<file path="src/sv/serial_frame_deframer_top_defines.svh">
// assertion macros for the serial frame deframer
// used by serial_frame_deframer_top.sv, needs signals clock and reset in scope
`ifndef SERIAL_FRAME_DEFRAMER_TOP_DEFINES_SVH
`define SERIAL_FRAME_DEFRAMER_TOP_DEFINES_SVH

// plain property, checked on every clock edge outside reset
`define SFD_ASSERT(label, prop, msg) \
   label: assert property (@(posedge clock) disable iff (reset) (prop)) else $error(msg);

// same-cycle implication
`define SFD_IMPLY(label, ante, cons, msg) \
   `SFD_ASSERT(label, (ante) |-> (cons), msg)

`endif

</file>
<file path="src/sv/sfd_pkg.sv">
// types, constants and codes shared by the serial frame deframer
// no dependencies
`default_nettype none

package sfd_pkg;

   localparam int BYTE_W          = 8;
   localparam int LEN_W           = 6;
   localparam int STATUS_W        = 2;
   localparam int CSR_IDX_W       = 8;
   localparam int MAX_PAYLOAD_DEF = 40;
   localparam int QUEUE_DEPTH     = 2;

   localparam logic [BYTE_W-1:0] HEADER_FIRST_RST  = 8'hAA;
   localparam logic [BYTE_W-1:0] HEADER_SECOND_RST = 8'h55;

   // register indexes
   localparam logic [CSR_IDX_W-1:0] REG_HEADER_FIRST  = 8'd0;
   localparam logic [CSR_IDX_W-1:0] REG_HEADER_SECOND = 8'd1;

   // result status codes
   localparam logic [STATUS_W-1:0] ST_PAYLOAD  = 2'd0;
   localparam logic [STATUS_W-1:0] ST_EMPTY    = 2'd1;
   localparam logic [STATUS_W-1:0] ST_MISMATCH = 2'd2;

   typedef enum logic [2:0] {
      PH_HUNT1 = 3'd0,
      PH_HUNT2 = 3'd1,
      PH_ID    = 3'd2,
      PH_LEN   = 3'd3,
      PH_DATA  = 3'd4,
      PH_SUM   = 3'd5
   } phase_type;

   typedef enum logic {
      B_IDLE = 1'b0,
      B_EMIT = 1'b1
   } back_state_type;

   typedef struct packed {
      logic [BYTE_W-1:0] header_first;
      logic [BYTE_W-1:0] header_second;
   } hdr_cfg_type;

   // one finished frame, handed from parser to emitter
   typedef struct packed {
      logic [STATUS_W-1:0] status;
      logic [BYTE_W-1:0]   msg_id;
      logic [LEN_W-1:0]    frame_length;
      logic                bank;
   } desc_type;

   typedef struct packed {
      logic              en;
      logic              bank;
      logic [LEN_W-1:0]  pos;
      logic [BYTE_W-1:0] data;
   } mem_wr_type;

   typedef struct packed {
      logic en;
      logic bank;
   } release_type;

endpackage

`default_nettype wire

</file>
<file path="src/sv/sfd_channels.sv">
// valid/ready channel interfaces of the serial frame deframer
// depends on sfd_pkg
`default_nettype none

interface sfd_req_if import sfd_pkg::*; ();
   logic              valid;
   logic              ready;
   logic [BYTE_W-1:0] rx_byte;

   modport source (output valid, output rx_byte, input ready);
   modport sink   (input valid, input rx_byte, output ready);
endinterface

interface sfd_rsp_if import sfd_pkg::*; ();
   logic                valid;
   logic                ready;
   logic [STATUS_W-1:0] status;
   logic [BYTE_W-1:0]   msg_id;
   logic [LEN_W-1:0]    frame_length;
   logic [LEN_W-1:0]    byte_index;
   logic [BYTE_W-1:0]   payload_byte;
   logic                last;

   modport source (output valid, output status, output msg_id, output frame_length,
                   output byte_index, output payload_byte, output last, input ready);
   modport sink   (input valid, input status, input msg_id, input frame_length,
                   input byte_index, input payload_byte, input last, output ready);
endinterface

interface sfd_csr_if import sfd_pkg::*; ();
   logic                 valid;
   logic                 ready;
   logic [CSR_IDX_W-1:0] index;
   logic [BYTE_W-1:0]    wdata;

   modport source (output valid, output index, output wdata, input ready);
   modport sink   (input valid, input index, input wdata, output ready);
endinterface

`default_nettype wire

</file>
<file path="src/sv/sfd_front.sv">
// frame parser: hunts headers, keeps the running sum, stores payload bytes
// depends on sfd_pkg and sfd_channels
`default_nettype none

module sfd_front
   import sfd_pkg::*;
#(
   parameter int MAX_PAYLOAD = MAX_PAYLOAD_DEF
) (
   input  wire logic        clock,
   input  wire logic        reset,
   input  wire hdr_cfg_type cfg,
   sfd_req_if.sink          req_bus,
   output logic             push,
   output desc_type         push_desc,
   input  wire logic        q_full,
   output mem_wr_type       mem_wr,
   input  wire release_type release_in
);

   phase_type         phase_ff, phase_in;
   logic [BYTE_W-1:0] held_id_ff, held_id_in;
   logic [LEN_W-1:0]  held_length_ff, held_length_in;
   logic [LEN_W-1:0]  remaining_ff, remaining_in;
   logic [BYTE_W-1:0] sum_ff, sum_in;
   logic [LEN_W-1:0]  wpos_ff, wpos_in;
   logic              wbank_ff, wbank_in;
   logic [1:0]        busy_ff, busy_in;

   logic              accept;
   logic [BYTE_W-1:0] rx;
   logic [BYTE_W-1:0] sum_next;
   logic [LEN_W-1:0]  remaining_dec;
   logic              len_bad;
   logic [STATUS_W-1:0] frame_status;

   assign rx            = req_bus.rx_byte;
   assign sum_next      = sum_ff + rx;
   assign remaining_dec = remaining_ff - LEN_W'(1);
   assign len_bad       = rx > BYTE_W'(MAX_PAYLOAD);

   // stall on a full queue at the checksum, or on a bank still being read out
   assign req_bus.ready = !((phase_ff == PH_SUM) && q_full)
                       && !((phase_ff == PH_DATA) && busy_ff[wbank_ff]);
   assign accept = req_bus.valid && req_bus.ready;

   always_comb begin
      if (rx != sum_ff) begin
         frame_status = ST_MISMATCH;
      end else if (held_length_ff == '0) begin
         frame_status = ST_EMPTY;
      end else begin
         frame_status = ST_PAYLOAD;
      end
   end

   // next phase
   always_comb begin
      phase_in = phase_ff;
      if (accept) begin
         unique case (phase_ff)
            PH_HUNT1: begin
               if (rx == cfg.header_first) phase_in = PH_HUNT2;
            end
            PH_HUNT2: begin
               phase_in = (rx == cfg.header_second) ? PH_ID : PH_HUNT1;
            end
            PH_ID: begin
               phase_in = PH_LEN;
            end
            PH_LEN: begin
               if (len_bad) begin
                  phase_in = PH_HUNT1;
               end else begin
                  phase_in = (rx == '0) ? PH_SUM : PH_DATA;
               end
            end
            PH_DATA: begin
               if (remaining_dec == '0) phase_in = PH_SUM;
            end
            PH_SUM: begin
               phase_in = PH_HUNT1;
            end
            default: begin
               phase_in = PH_HUNT1;
            end
         endcase
      end
   end

   // datapath and outputs
   always_comb begin
      held_id_in     = held_id_ff;
      held_length_in = held_length_ff;
      remaining_in   = remaining_ff;
      sum_in         = sum_ff;
      wpos_in        = wpos_ff;
      wbank_in       = wbank_ff;
      busy_in        = busy_ff;
      push           = 1'b0;
      push_desc.status       = frame_status;
      push_desc.msg_id       = held_id_ff;
      push_desc.frame_length = held_length_ff;
      push_desc.bank         = wbank_ff;
      mem_wr.en   = 1'b0;
      mem_wr.bank = wbank_ff;
      mem_wr.pos  = wpos_ff;
      mem_wr.data = rx;

      if (release_in.en) busy_in[release_in.bank] = 1'b0;

      if (accept) begin
         unique case (phase_ff)
            PH_HUNT1: begin
               if (rx == cfg.header_first) sum_in = rx;
            end
            PH_HUNT2: begin
               if (rx == cfg.header_second) begin
                  sum_in = sum_next;
               end else begin
                  sum_in       = '0;
                  wpos_in      = '0;
                  remaining_in = '0;
               end
            end
            PH_ID: begin
               held_id_in = rx;
               sum_in     = sum_next;
            end
            PH_LEN: begin
               wpos_in      = '0;
               remaining_in = '0;
               if (len_bad) begin
                  sum_in = '0;
               end else begin
                  held_length_in = rx[LEN_W-1:0];
                  remaining_in   = rx[LEN_W-1:0];
                  sum_in         = sum_next;
               end
            end
            PH_DATA: begin
               mem_wr.en    = 1'b1;
               wpos_in      = wpos_ff + LEN_W'(1);
               sum_in       = sum_next;
               remaining_in = remaining_dec;
            end
            PH_SUM: begin
               push         = 1'b1;
               sum_in       = '0;
               wpos_in      = '0;
               remaining_in = '0;
               // a payload frame holds its bank until read out
               if (frame_status == ST_PAYLOAD) begin
                  busy_in[wbank_ff] = 1'b1;
                  wbank_in          = !wbank_ff;
               end
            end
            default: begin
               sum_in       = '0;
               wpos_in      = '0;
               remaining_in = '0;
            end
         endcase
      end
   end

   always_ff @(posedge clock) begin
      if (reset) begin
         phase_ff       <= PH_HUNT1;
         held_id_ff     <= '0;
         held_length_ff <= '0;
         remaining_ff   <= '0;
         sum_ff         <= '0;
         wpos_ff        <= '0;
         wbank_ff       <= 1'b0;
         busy_ff        <= '0;
      end else begin
         phase_ff       <= phase_in;
         held_id_ff     <= held_id_in;
         held_length_ff <= held_length_in;
         remaining_ff   <= remaining_in;
         sum_ff         <= sum_in;
         wpos_ff        <= wpos_in;
         wbank_ff       <= wbank_in;
         busy_ff        <= busy_in;
      end
   end

endmodule

`default_nettype wire

</file>
<file path="src/sv/sfd_queue.sv">
// short frame queue between parser and emitter
// depends on sfd_pkg
`default_nettype none

module sfd_queue
   import sfd_pkg::*;
(
   input  wire logic     clock,
   input  wire logic     reset,
   input  wire logic     push,
   input  wire desc_type push_desc,
   output logic          full,
   input  wire logic     pop,
   output logic          head_valid,
   output desc_type      head
);

   localparam int PW = (QUEUE_DEPTH > 1) ? $clog2(QUEUE_DEPTH) : 1;
   localparam int CW = $clog2(QUEUE_DEPTH + 1);

   desc_type        entry_ff [QUEUE_DEPTH];
   logic [PW-1:0]   wr_ptr_ff, wr_ptr_in;
   logic [PW-1:0]   rd_ptr_ff, rd_ptr_in;
   logic [CW-1:0]   count_ff, count_in;

   assign full       = count_ff == CW'(QUEUE_DEPTH);
   assign head_valid = count_ff != '0;
   assign head       = entry_ff[rd_ptr_ff];

   always_comb begin
      wr_ptr_in = wr_ptr_ff;
      rd_ptr_in = rd_ptr_ff;
      count_in  = count_ff;
      if (push) begin
         wr_ptr_in = (wr_ptr_ff == PW'(QUEUE_DEPTH - 1)) ? '0 : wr_ptr_ff + PW'(1);
      end
      if (pop) begin
         rd_ptr_in = (rd_ptr_ff == PW'(QUEUE_DEPTH - 1)) ? '0 : rd_ptr_ff + PW'(1);
      end
      if (push && !pop) begin
         count_in = count_ff + CW'(1);
      end else if (pop && !push) begin
         count_in = count_ff - CW'(1);
      end
   end

   always_ff @(posedge clock) begin
      if (reset) begin
         wr_ptr_ff <= '0;
         rd_ptr_ff <= '0;
         count_ff  <= '0;
      end else begin
         wr_ptr_ff <= wr_ptr_in;
         rd_ptr_ff <= rd_ptr_in;
         count_ff  <= count_in;
      end
   end

   always_ff @(posedge clock) begin
      if (push) entry_ff[wr_ptr_ff] <= push_desc;
   end

endmodule

`default_nettype wire

</file>
<file path="src/sv/sfd_back.sv">
// result emitter: owns the two-bank payload memory and plays frames out
// depends on sfd_pkg and sfd_channels
`default_nettype none

module sfd_back
   import sfd_pkg::*;
#(
   parameter int MAX_PAYLOAD = MAX_PAYLOAD_DEF
) (
   input  wire logic       clock,
   input  wire logic       reset,
   input  wire logic       head_valid,
   input  wire desc_type   head,
   output logic            pop,
   input  wire mem_wr_type mem_wr,
   output release_type     release_out,
   sfd_rsp_if.source       rsp_bus
);

   localparam int IW        = (MAX_PAYLOAD > 1) ? $clog2(MAX_PAYLOAD) : 1;
   localparam int AW        = IW + 1;
   localparam int MEM_DEPTH = 2 ** AW;

   logic [BYTE_W-1:0] mem [MEM_DEPTH];

   back_state_type    state_ff, state_in;
   desc_type          cur_ff, cur_in;
   logic [LEN_W-1:0]  idx_ff, idx_in;

   logic                valid_ff, valid_in;
   logic [STATUS_W-1:0] status_ff, status_in;
   logic [BYTE_W-1:0]   id_ff, id_in;
   logic [LEN_W-1:0]    len_ff, len_in;
   logic [LEN_W-1:0]    bidx_ff, bidx_in;
   logic                last_ff, last_in;
   logic [BYTE_W-1:0]   rd_data_ff;

   logic              advance;
   logic              load;
   logic              issue;
   logic              is_last;
   logic              rd_bank;
   logic [LEN_W-1:0]  rd_idx;
   logic [AW-1:0]     rd_addr;

   // the output register frees up when empty or taken this cycle
   assign advance = !valid_ff || rsp_bus.ready;
   assign rd_addr = {rd_bank, rd_idx[IW-1:0]};

   // outputs per state
   always_comb begin
      pop       = 1'b0;
      load      = 1'b0;
      issue     = 1'b0;
      is_last   = 1'b0;
      rd_bank   = cur_ff.bank;
      rd_idx    = idx_ff;
      cur_in    = cur_ff;
      idx_in    = idx_ff;
      status_in = status_ff;
      id_in     = id_ff;
      len_in    = len_ff;
      bidx_in   = bidx_ff;
      last_in   = last_ff;
      release_out.en   = 1'b0;
      release_out.bank = cur_ff.bank;

      unique case (state_ff)
         B_IDLE: begin
            if (advance && head_valid) begin
               pop       = 1'b1;
               load      = 1'b1;
               status_in = head.status;
               id_in     = head.msg_id;
               len_in    = head.frame_length;
               bidx_in   = '0;
               if (head.status == ST_PAYLOAD) begin
                  issue    = 1'b1;
                  rd_bank  = head.bank;
                  rd_idx   = '0;
                  is_last  = head.frame_length == LEN_W'(1);
                  cur_in   = head;
                  idx_in   = LEN_W'(1);
                  release_out.en   = is_last;
                  release_out.bank = head.bank;
               end else begin
                  is_last = 1'b1;
               end
               last_in = is_last;
            end
         end
         B_EMIT: begin
            if (advance) begin
               load      = 1'b1;
               issue     = 1'b1;
               is_last   = idx_ff == (cur_ff.frame_length - LEN_W'(1));
               status_in = ST_PAYLOAD;
               id_in     = cur_ff.msg_id;
               len_in    = cur_ff.frame_length;
               bidx_in   = idx_ff;
               last_in   = is_last;
               idx_in    = idx_ff + LEN_W'(1);
               release_out.en = is_last;
            end
         end
         default: begin
            load = 1'b0;
         end
      endcase
   end

   // next state
   always_comb begin
      state_in = state_ff;
      unique case (state_ff)
         B_IDLE: begin
            if (pop && (head.status == ST_PAYLOAD) && !is_last) state_in = B_EMIT;
         end
         B_EMIT: begin
            if (advance && is_last) state_in = B_IDLE;
         end
         default: begin
            state_in = B_IDLE;
         end
      endcase
   end

   always_comb begin
      if (load) begin
         valid_in = 1'b1;
      end else if (rsp_bus.ready) begin
         valid_in = 1'b0;
      end else begin
         valid_in = valid_ff;
      end
   end

   always_ff @(posedge clock) begin
      if (reset) begin
         state_ff <= B_IDLE;
         valid_ff <= 1'b0;
      end else begin
         state_ff <= state_in;
         valid_ff <= valid_in;
      end
   end

   always_ff @(posedge clock) begin
      cur_ff    <= cur_in;
      idx_ff    <= idx_in;
      status_ff <= status_in;
      id_ff     <= id_in;
      len_ff    <= len_in;
      bidx_ff   <= bidx_in;
      last_ff   <= last_in;
   end

   // payload memory, read data register doubles as the output byte
   always_ff @(posedge clock) begin
      if (mem_wr.en) mem[{mem_wr.bank, mem_wr.pos[IW-1:0]}] <= mem_wr.data;
      if (issue) rd_data_ff <= mem[rd_addr];
   end

   assign rsp_bus.valid        = valid_ff;
   assign rsp_bus.status       = status_ff;
   assign rsp_bus.msg_id       = id_ff;
   assign rsp_bus.frame_length = len_ff;
   assign rsp_bus.byte_index   = bidx_ff;
   assign rsp_bus.payload_byte = (status_ff == ST_PAYLOAD) ? rd_data_ff : '0;
   assign rsp_bus.last         = last_ff;

endmodule

`default_nettype wire

</file>
<file path="src/sv/serial_frame_deframer_top.sv">
// top level of the serial frame deframer: header registers, parser, queue, emitter
// depends on sfd_pkg, sfd_channels, sfd_front, sfd_queue, sfd_back and the defines header
`default_nettype none
`include "serial_frame_deframer_top_defines.svh"

// Parses a received byte stream into frames (two header bytes, id, length up to
// MAX_PAYLOAD, payload, 8-bit additive checksum) and delivers one item per payload
// byte of a good frame, one item for a good empty frame, or one mismatch item.
// The parser takes one byte per clock; it holds req ready low only at a checksum
// byte while the two-entry frame queue is full, or on a payload byte while both
// payload banks still hold frames not yet played out. The emitter delivers one
// item per clock while rsp ready is high; once a frame's checksum byte is taken,
// it passes through the queue and then the registered payload memory read before
// its first item appears. Header registers are written through the csr channel,
// which is always ready; the payload memory needs no clearing after reset.
module serial_frame_deframer_top
   import sfd_pkg::*;
#(
   parameter int MAX_PAYLOAD = MAX_PAYLOAD_DEF
) (
   input  wire logic clock,
   input  wire logic reset,
   sfd_req_if.sink   req_bus,
   sfd_rsp_if.source rsp_bus,
   sfd_csr_if.sink   csr_bus
);

   hdr_cfg_type cfg_ff, cfg_in;

   logic        push;
   desc_type    push_desc;
   logic        q_full;
   logic        pop;
   logic        head_valid;
   desc_type    head;
   mem_wr_type  mem_wr;
   release_type release_bus;

   assign csr_bus.ready = 1'b1;

   always_comb begin
      cfg_in = cfg_ff;
      if (csr_bus.valid) begin
         unique case (csr_bus.index)
            REG_HEADER_FIRST:  cfg_in.header_first  = csr_bus.wdata;
            REG_HEADER_SECOND: cfg_in.header_second = csr_bus.wdata;
            default:           cfg_in = cfg_ff;
         endcase
      end
   end

   always_ff @(posedge clock) begin
      if (reset) begin
         cfg_ff.header_first  <= HEADER_FIRST_RST;
         cfg_ff.header_second <= HEADER_SECOND_RST;
      end else begin
         cfg_ff <= cfg_in;
      end
   end

   sfd_front #(
      .MAX_PAYLOAD (MAX_PAYLOAD)
   ) u_front (
      .clock      (clock),
      .reset      (reset),
      .cfg        (cfg_ff),
      .req_bus    (req_bus),
      .push       (push),
      .push_desc  (push_desc),
      .q_full     (q_full),
      .mem_wr     (mem_wr),
      .release_in (release_bus)
   );

   sfd_queue u_queue (
      .clock      (clock),
      .reset      (reset),
      .push       (push),
      .push_desc  (push_desc),
      .full       (q_full),
      .pop        (pop),
      .head_valid (head_valid),
      .head       (head)
   );

   sfd_back #(
      .MAX_PAYLOAD (MAX_PAYLOAD)
   ) u_back (
      .clock       (clock),
      .reset       (reset),
      .head_valid  (head_valid),
      .head        (head),
      .pop         (pop),
      .mem_wr      (mem_wr),
      .release_out (release_bus),
      .rsp_bus     (rsp_bus)
   );

   // parser never pushes into a full queue
   `SFD_IMPLY(a_push_not_full, push, !q_full, "frame pushed into full queue")
   // emitter only pops a waiting frame
   `SFD_IMPLY(a_pop_has_head, pop, head_valid, "frame popped from empty queue")
   // a bank is never written while its last byte is being read out
   `SFD_ASSERT(a_bank_no_clash, !(mem_wr.en && release_bus.en && (mem_wr.bank == release_bus.bank)), "payload bank written while being read out")
   // a bank is only released while the output register has space
   `SFD_IMPLY(a_release_payload, release_bus.en, rsp_bus.ready || !rsp_bus.valid, "bank released without output space")

endmodule

`default_nettype wire
</file>
<file path="src/flat_wrapper.sv">
// flat-port wrapper written by rule: the top's interface ports become plain ports
module serial_frame_deframer_top_flat import sfd_pkg::*;
#(
   parameter int MAX_PAYLOAD = MAX_PAYLOAD_DEF
)
  (clock, reset, req_bus_valid, req_bus_rx_byte, req_bus_ready, rsp_bus_valid, rsp_bus_status, rsp_bus_msg_id, rsp_bus_frame_length, rsp_bus_byte_index, rsp_bus_payload_byte, rsp_bus_last, rsp_bus_ready, csr_bus_valid, csr_bus_index, csr_bus_wdata, csr_bus_ready);
  sfd_req_if req_bus_i ();
  sfd_rsp_if rsp_bus_i ();
  sfd_csr_if csr_bus_i ();
  input  wire logic clock;
  input  wire logic reset;
  input wire logic [$bits(req_bus_i.valid)-1:0] req_bus_valid;
  input wire logic [$bits(req_bus_i.rx_byte)-1:0] req_bus_rx_byte;
  output wire logic [$bits(req_bus_i.ready)-1:0] req_bus_ready;
  output wire logic [$bits(rsp_bus_i.valid)-1:0] rsp_bus_valid;
  output wire logic [$bits(rsp_bus_i.status)-1:0] rsp_bus_status;
  output wire logic [$bits(rsp_bus_i.msg_id)-1:0] rsp_bus_msg_id;
  output wire logic [$bits(rsp_bus_i.frame_length)-1:0] rsp_bus_frame_length;
  output wire logic [$bits(rsp_bus_i.byte_index)-1:0] rsp_bus_byte_index;
  output wire logic [$bits(rsp_bus_i.payload_byte)-1:0] rsp_bus_payload_byte;
  output wire logic [$bits(rsp_bus_i.last)-1:0] rsp_bus_last;
  input wire logic [$bits(rsp_bus_i.ready)-1:0] rsp_bus_ready;
  input wire logic [$bits(csr_bus_i.valid)-1:0] csr_bus_valid;
  input wire logic [$bits(csr_bus_i.index)-1:0] csr_bus_index;
  input wire logic [$bits(csr_bus_i.wdata)-1:0] csr_bus_wdata;
  output wire logic [$bits(csr_bus_i.ready)-1:0] csr_bus_ready;
  assign req_bus_i.valid = req_bus_valid;
  assign req_bus_i.rx_byte = req_bus_rx_byte;
  assign req_bus_ready = req_bus_i.ready;
  assign rsp_bus_valid = rsp_bus_i.valid;
  assign rsp_bus_status = rsp_bus_i.status;
  assign rsp_bus_msg_id = rsp_bus_i.msg_id;
  assign rsp_bus_frame_length = rsp_bus_i.frame_length;
  assign rsp_bus_byte_index = rsp_bus_i.byte_index;
  assign rsp_bus_payload_byte = rsp_bus_i.payload_byte;
  assign rsp_bus_last = rsp_bus_i.last;
  assign rsp_bus_i.ready = rsp_bus_ready;
  assign csr_bus_i.valid = csr_bus_valid;
  assign csr_bus_i.index = csr_bus_index;
  assign csr_bus_i.wdata = csr_bus_wdata;
  assign csr_bus_ready = csr_bus_i.ready;
  serial_frame_deframer_top #(.MAX_PAYLOAD(MAX_PAYLOAD)) u_core (.clock(clock), .reset(reset), .req_bus(req_bus_i), .rsp_bus(rsp_bus_i), .csr_bus(csr_bus_i));
endmodule
</file>
<file path="config.mk">
export PLATFORM = sky130hd
export DESIGN_NAME = serial_frame_deframer_top_flat
export DESIGN_NICKNAME = d
export VERILOG_FILES = /design/src/sv/sfd_pkg.sv /design/src/sv/sfd_channels.sv /design/src/sv/sfd_front.sv /design/src/sv/sfd_queue.sv /design/src/sv/sfd_back.sv /design/src/sv/serial_frame_deframer_top.sv /design/src/flat_wrapper.sv
export VERILOG_INCLUDE_DIRS = /design/src /design/src/sv
export SDC_FILE = /design/constraint.sdc
export NUM_CORES = 2
export LEC_CHECK = 0
export ABC_AREA = 1
export BUFFER_PORTS_ARGS = -buffer_cell sky130_fd_sc_hd__buf_4
export CORE_MARGIN = 4
export CORE_UTILIZATION = 40
export CTS_CLUSTER_SIZE = 10
export DETAILED_ROUTE_END_ITERATION = 6
export SYNTH_ARGS = -nofsm -noshare
export SYNTH_HDL_FRONTEND = slang
export SYNTH_SLANG_ARGS = --single-unit
</file>
<file path="constraint.sdc">
create_clock -name clock -period 2.2 [get_ports clock]
set_input_delay 0 -clock clock [delete_from_list [all_inputs] [get_ports clock]]
set_output_delay 0 -clock clock [all_outputs]
set_load 0.03 [all_outputs]
</file>
==> run summary <==
Status: finished, violations left
Failing checks: setup timing
Final min period: 2580 ps
Clk_lat worst skew: 770 ps
GRT Total Usage: 22.5%
Place WS: -759 ps
Largest family of logic cells by synthesized area: simple AND/OR/NAND/NOR gates
Total Power: 99.1 mW
Root buffer selected by CTS: clkbuf_16
Post-Syn Area: 52500 um2
Avg WL per Cell: 22.7 um
Post-synth top area share: 63.5%
Initial antenna violation count: 1
LEAKAGE: 26.4 nW
EDFF count, synth: 1110
Starting Density: 40.4%
Maximum fanout along the worst path: 9
Worst-Margin Slew: 1050 ps
Share of layout cells above drive strength 1: 23.6%
Total core area: 130000 um2
Drt first-iter violations: 4301
I/O pin cnt: 63
Fmax achieved: 0.387 GHz
Clock skew: 36.0 ps
Grt total ovfl: 0
FFs w/ async S/R, synth: 0%
Crit path DAT: 3220 ps
Cts bufs inserted: 139
Slew margin rel.: 29.7%
Site row count: 132
Area grow syn2layout: 30.2%
Post-Synth XOR/XNOR Area: 0.434%
Post-synthesis sequential area ratio: 65.9%
Wire length on met3: 14200 um
Max_cap viols: 0
Synthesized net count: 4885
Synth Area in Adders: 0.348%
Tcrit/Tclk final: 117%
Worst Hold Path Cells: 4
Terminus of the critical flop-to-flop path: u_core.u_back.rd_data_ff[7]
Max Used Layer: met4
CTS clk-pin slew, worst paths: 50 ps
DR vias/cell: 5.44
Post-synthesis sequential element count: 1173
Power density cells: 1450 nW/um2
Final setup vio count: 800
HP Start: csr_bus_wdata[5]
Vias in the first global route: 37400
Worst hold path class: in2reg
DRC viols: 0
CTS tree: done
Routability cong.: 0.876
CTS Sinks: 1173
Syn avg cell area: 10.8 um2
Ys flop type: edfxtp_1
Setup slack after layout: -384 ps
Placed cell area: 57900 um2
Synth unique cells: 42
Post-Synth Simple-Gate Area: 23.9%
DR pass1 iterations: 6
Die area: 137000 um2
Crit path launch type: flip-flop
Yosys top cell by area: edfxtp_1
Die span in x: 370 um
DRT Wirelength: 161000 um
DR WL met2: 75400 um
HPWL after DPL: 91300 um
Clk buf depth: 3
Area contributors post-synth: edfxtp_1, nand3_1, nand3b_1
Final Non-Filler Cells: 7089
R2R setup slack: -380 ps
Fin util: 52.6%
Vias: 38500
Die Ht: 370 um
Placed Cells: 6686
CP Class: reg2reg
Post-synthesis mux area share: 0.0191%
IO Port Bufs: 61
Worst min-delay path endpoint: u_core.cfg_ff[5]
Metal1 wirelength: 67000 um
Final Hold Fails: 0
Largest net degree at the start of global routing: 130
Net count, final: 5339
Max VDD drop: 1.11 mV
Post-Layout Inst Area: 68400 um2
Slew Viols, Final: 0
RSZ-0062 raised after global routing: true
Worst Path Required: 2840 ps
CTS H-tree lvls: 4
Post-synthesis compound-gate area fraction: 1.48%
CP Capture Type: flip-flop
# diodes: 0
Yosys Warn Count: 0
Setup TNS: -50950 ps
First-pass GRT wire length: 234000 um
Post-route antenna net violation count: 0
Depth of the most critical reg-to-reg path: 18
Post-synthesis cell count: 4842
Min Hold Slack: 60.9 ps
## placed cells by master, fill, tap and decap left out, types with 12 or more instances in the layout
master / instances
a21oi_1: 49
dlygate4sd3_1: 36
xnor2_1: 15
buf_16: 34
nand2_2: 22
nand3_2: 232
buf_12: 154
clkbuf_16: 162
nand3b_1: 409
buf_6: 76
clkbuf_1: 29
o21ai_0: 28
nor2_1: 79
edfxtp_1: 1110
nand2_1: 760
ha_1: 12
buf_4: 279
o211ai_1: 15
nor2_4: 136
nand3_1: 783
inv_1: 629
dfxtp_1: 56
nand3_4: 62
## critical path: stages, from the launching register on
cell       delay (ps)
dfxtp_4           380
inv_4              60
nand2_4            70
nand2_4            50
nor2_4            170
nand2_8           140
nand2_8           150
buf_12            200
buf_12            130
clkbuf_16         170
buf_4             190
o211ai_1          170
nand3_1           120
nand3_1            90
nand3_2           100
nand3_2            70
nand2_2            80
nand2_1            50
nand2_1            50
## per-layer routing
metal / GRT usage [%] / up-vias
met1: 31.0 / 19000
li1: - / 17500
met3: 4.34 / 275
met2: 35.7 / 1717
met4: 7.27 / 0
met5: 0 / -
## worst max-delay path by stage
stage | start | endpoint | slack, ps | cells past startpoint
after floorplan | u_core.u_front.wbank_ff | u_core.u_queue.entry_ff[1][0] | -80 | 8
after global placement | flip-flop | u_core.u_back.rd_data_ff[6] | -750 | 17
after detailed placement | flip-flop | u_core.u_back.rd_data_ff[6] | -760 | 17
after CTS | flip-flop | u_core.u_back.rd_data_ff[4] | -350 | 18
after global routing | flip-flop | u_core.u_back.rd_data_ff[6] | -460 | 17
final | flip-flop | u_core.u_back.rd_data_ff[7] | -380 | 18
## synth_stat cells, drive strengths merged (11+ instances only)
master     n
xnor2     15
nand3   1077
a21oi     50
o21ai     39
a211oi    12
ha        13
edfxtp  1110
xor2      11
nor3      13
nand2    796
or2       12
clkbuf    51
inv      645
o211ai    15
dfxtp     63
buf      253
nor2     221
nand3b   409
## area by class of cell
| class | instances | area [um2] |
|---|---|---|
| clock buffer | 171 | 3660 |
| clock inverter | 21 | 268 |
| fill | 10900 | 61600 |
| inverter | 645 | 2470 |
| multi-input combinational | 2721 | 17000 |
| sequential | 1173 | 34600 |
| tap | 1742 | 2180 |
| timing repair buffer | 614 | 8160 |
| timing repair inverter | 2 | 41.3 |
## repair_timing
action                                   CTS  global route
buffers inserted                          81            60
hold buffers                              31             7
pin swaps                                 78           131
resized for setup                        394           328
endpoints found under the hold margin    796             8
cloned                                    31            22
endpoints found under the setup margin  1014          1007
## power breakdown
group / leakage, nW / switching, mW / internal [mW] / total, mW
Combinational: 13.9 / 32.1 / 20.7 / 52.7
Sequential: 10.5 / 0.294 / 25.4 / 25.7
Clock: 1.91 / 8.79 / 11.9 / 20.7
Total: 26.4 / 41.2 / 58.0 / 99.1
## registers in the layout, summed over array words and instances (netlist names), named ones only
register	flops
u_core.u_front.remaining_ff	6
u_core.cfg_ff	16
u_core.u_front.wpos_ff	6
u_core.u_back.rsp_bus.status	2
u_core.u_back.cur_ff	15
u_core.u_back.rsp_bus.frame_length	6
u_core.u_back.rsp_bus.msg_id	8
u_core.u_front.wbank_ff	1
u_core.u_back.state_ff	1
u_core.u_queue.rd_ptr_ff	1
u_core.u_back.idx_ff	6
u_core.u_back.rsp_bus.byte_index	6
u_core.u_back.rsp_bus.valid	1
u_core.u_front.phase_ff	3
u_core.u_front.held_id_ff	8
u_core.u_queue.wr_ptr_ff	1
u_core.u_back.rsp_bus.last	1
u_core.u_front.busy_ff	2
u_core.u_back.mem	1024
u_core.u_queue.entry_ff	34
u_core.u_front.held_length_ff	6
u_core.u_front.sum_ff	8
u_core.u_queue.count_ff	2
u_core.u_back.rd_data_ff	8
## kinds of logic (layout without fill, tap and decap cells)
family          Yosys count  count (layout)
simple gates           2544            2545
flops                  1173            1173
buf+inv                 949            1453
compound gates          134             134
xor+xnor                 26              26
fa+ha+maj                14              14
other cells               1               1
mux                       1               1
(Power assumes the default switching activity.)
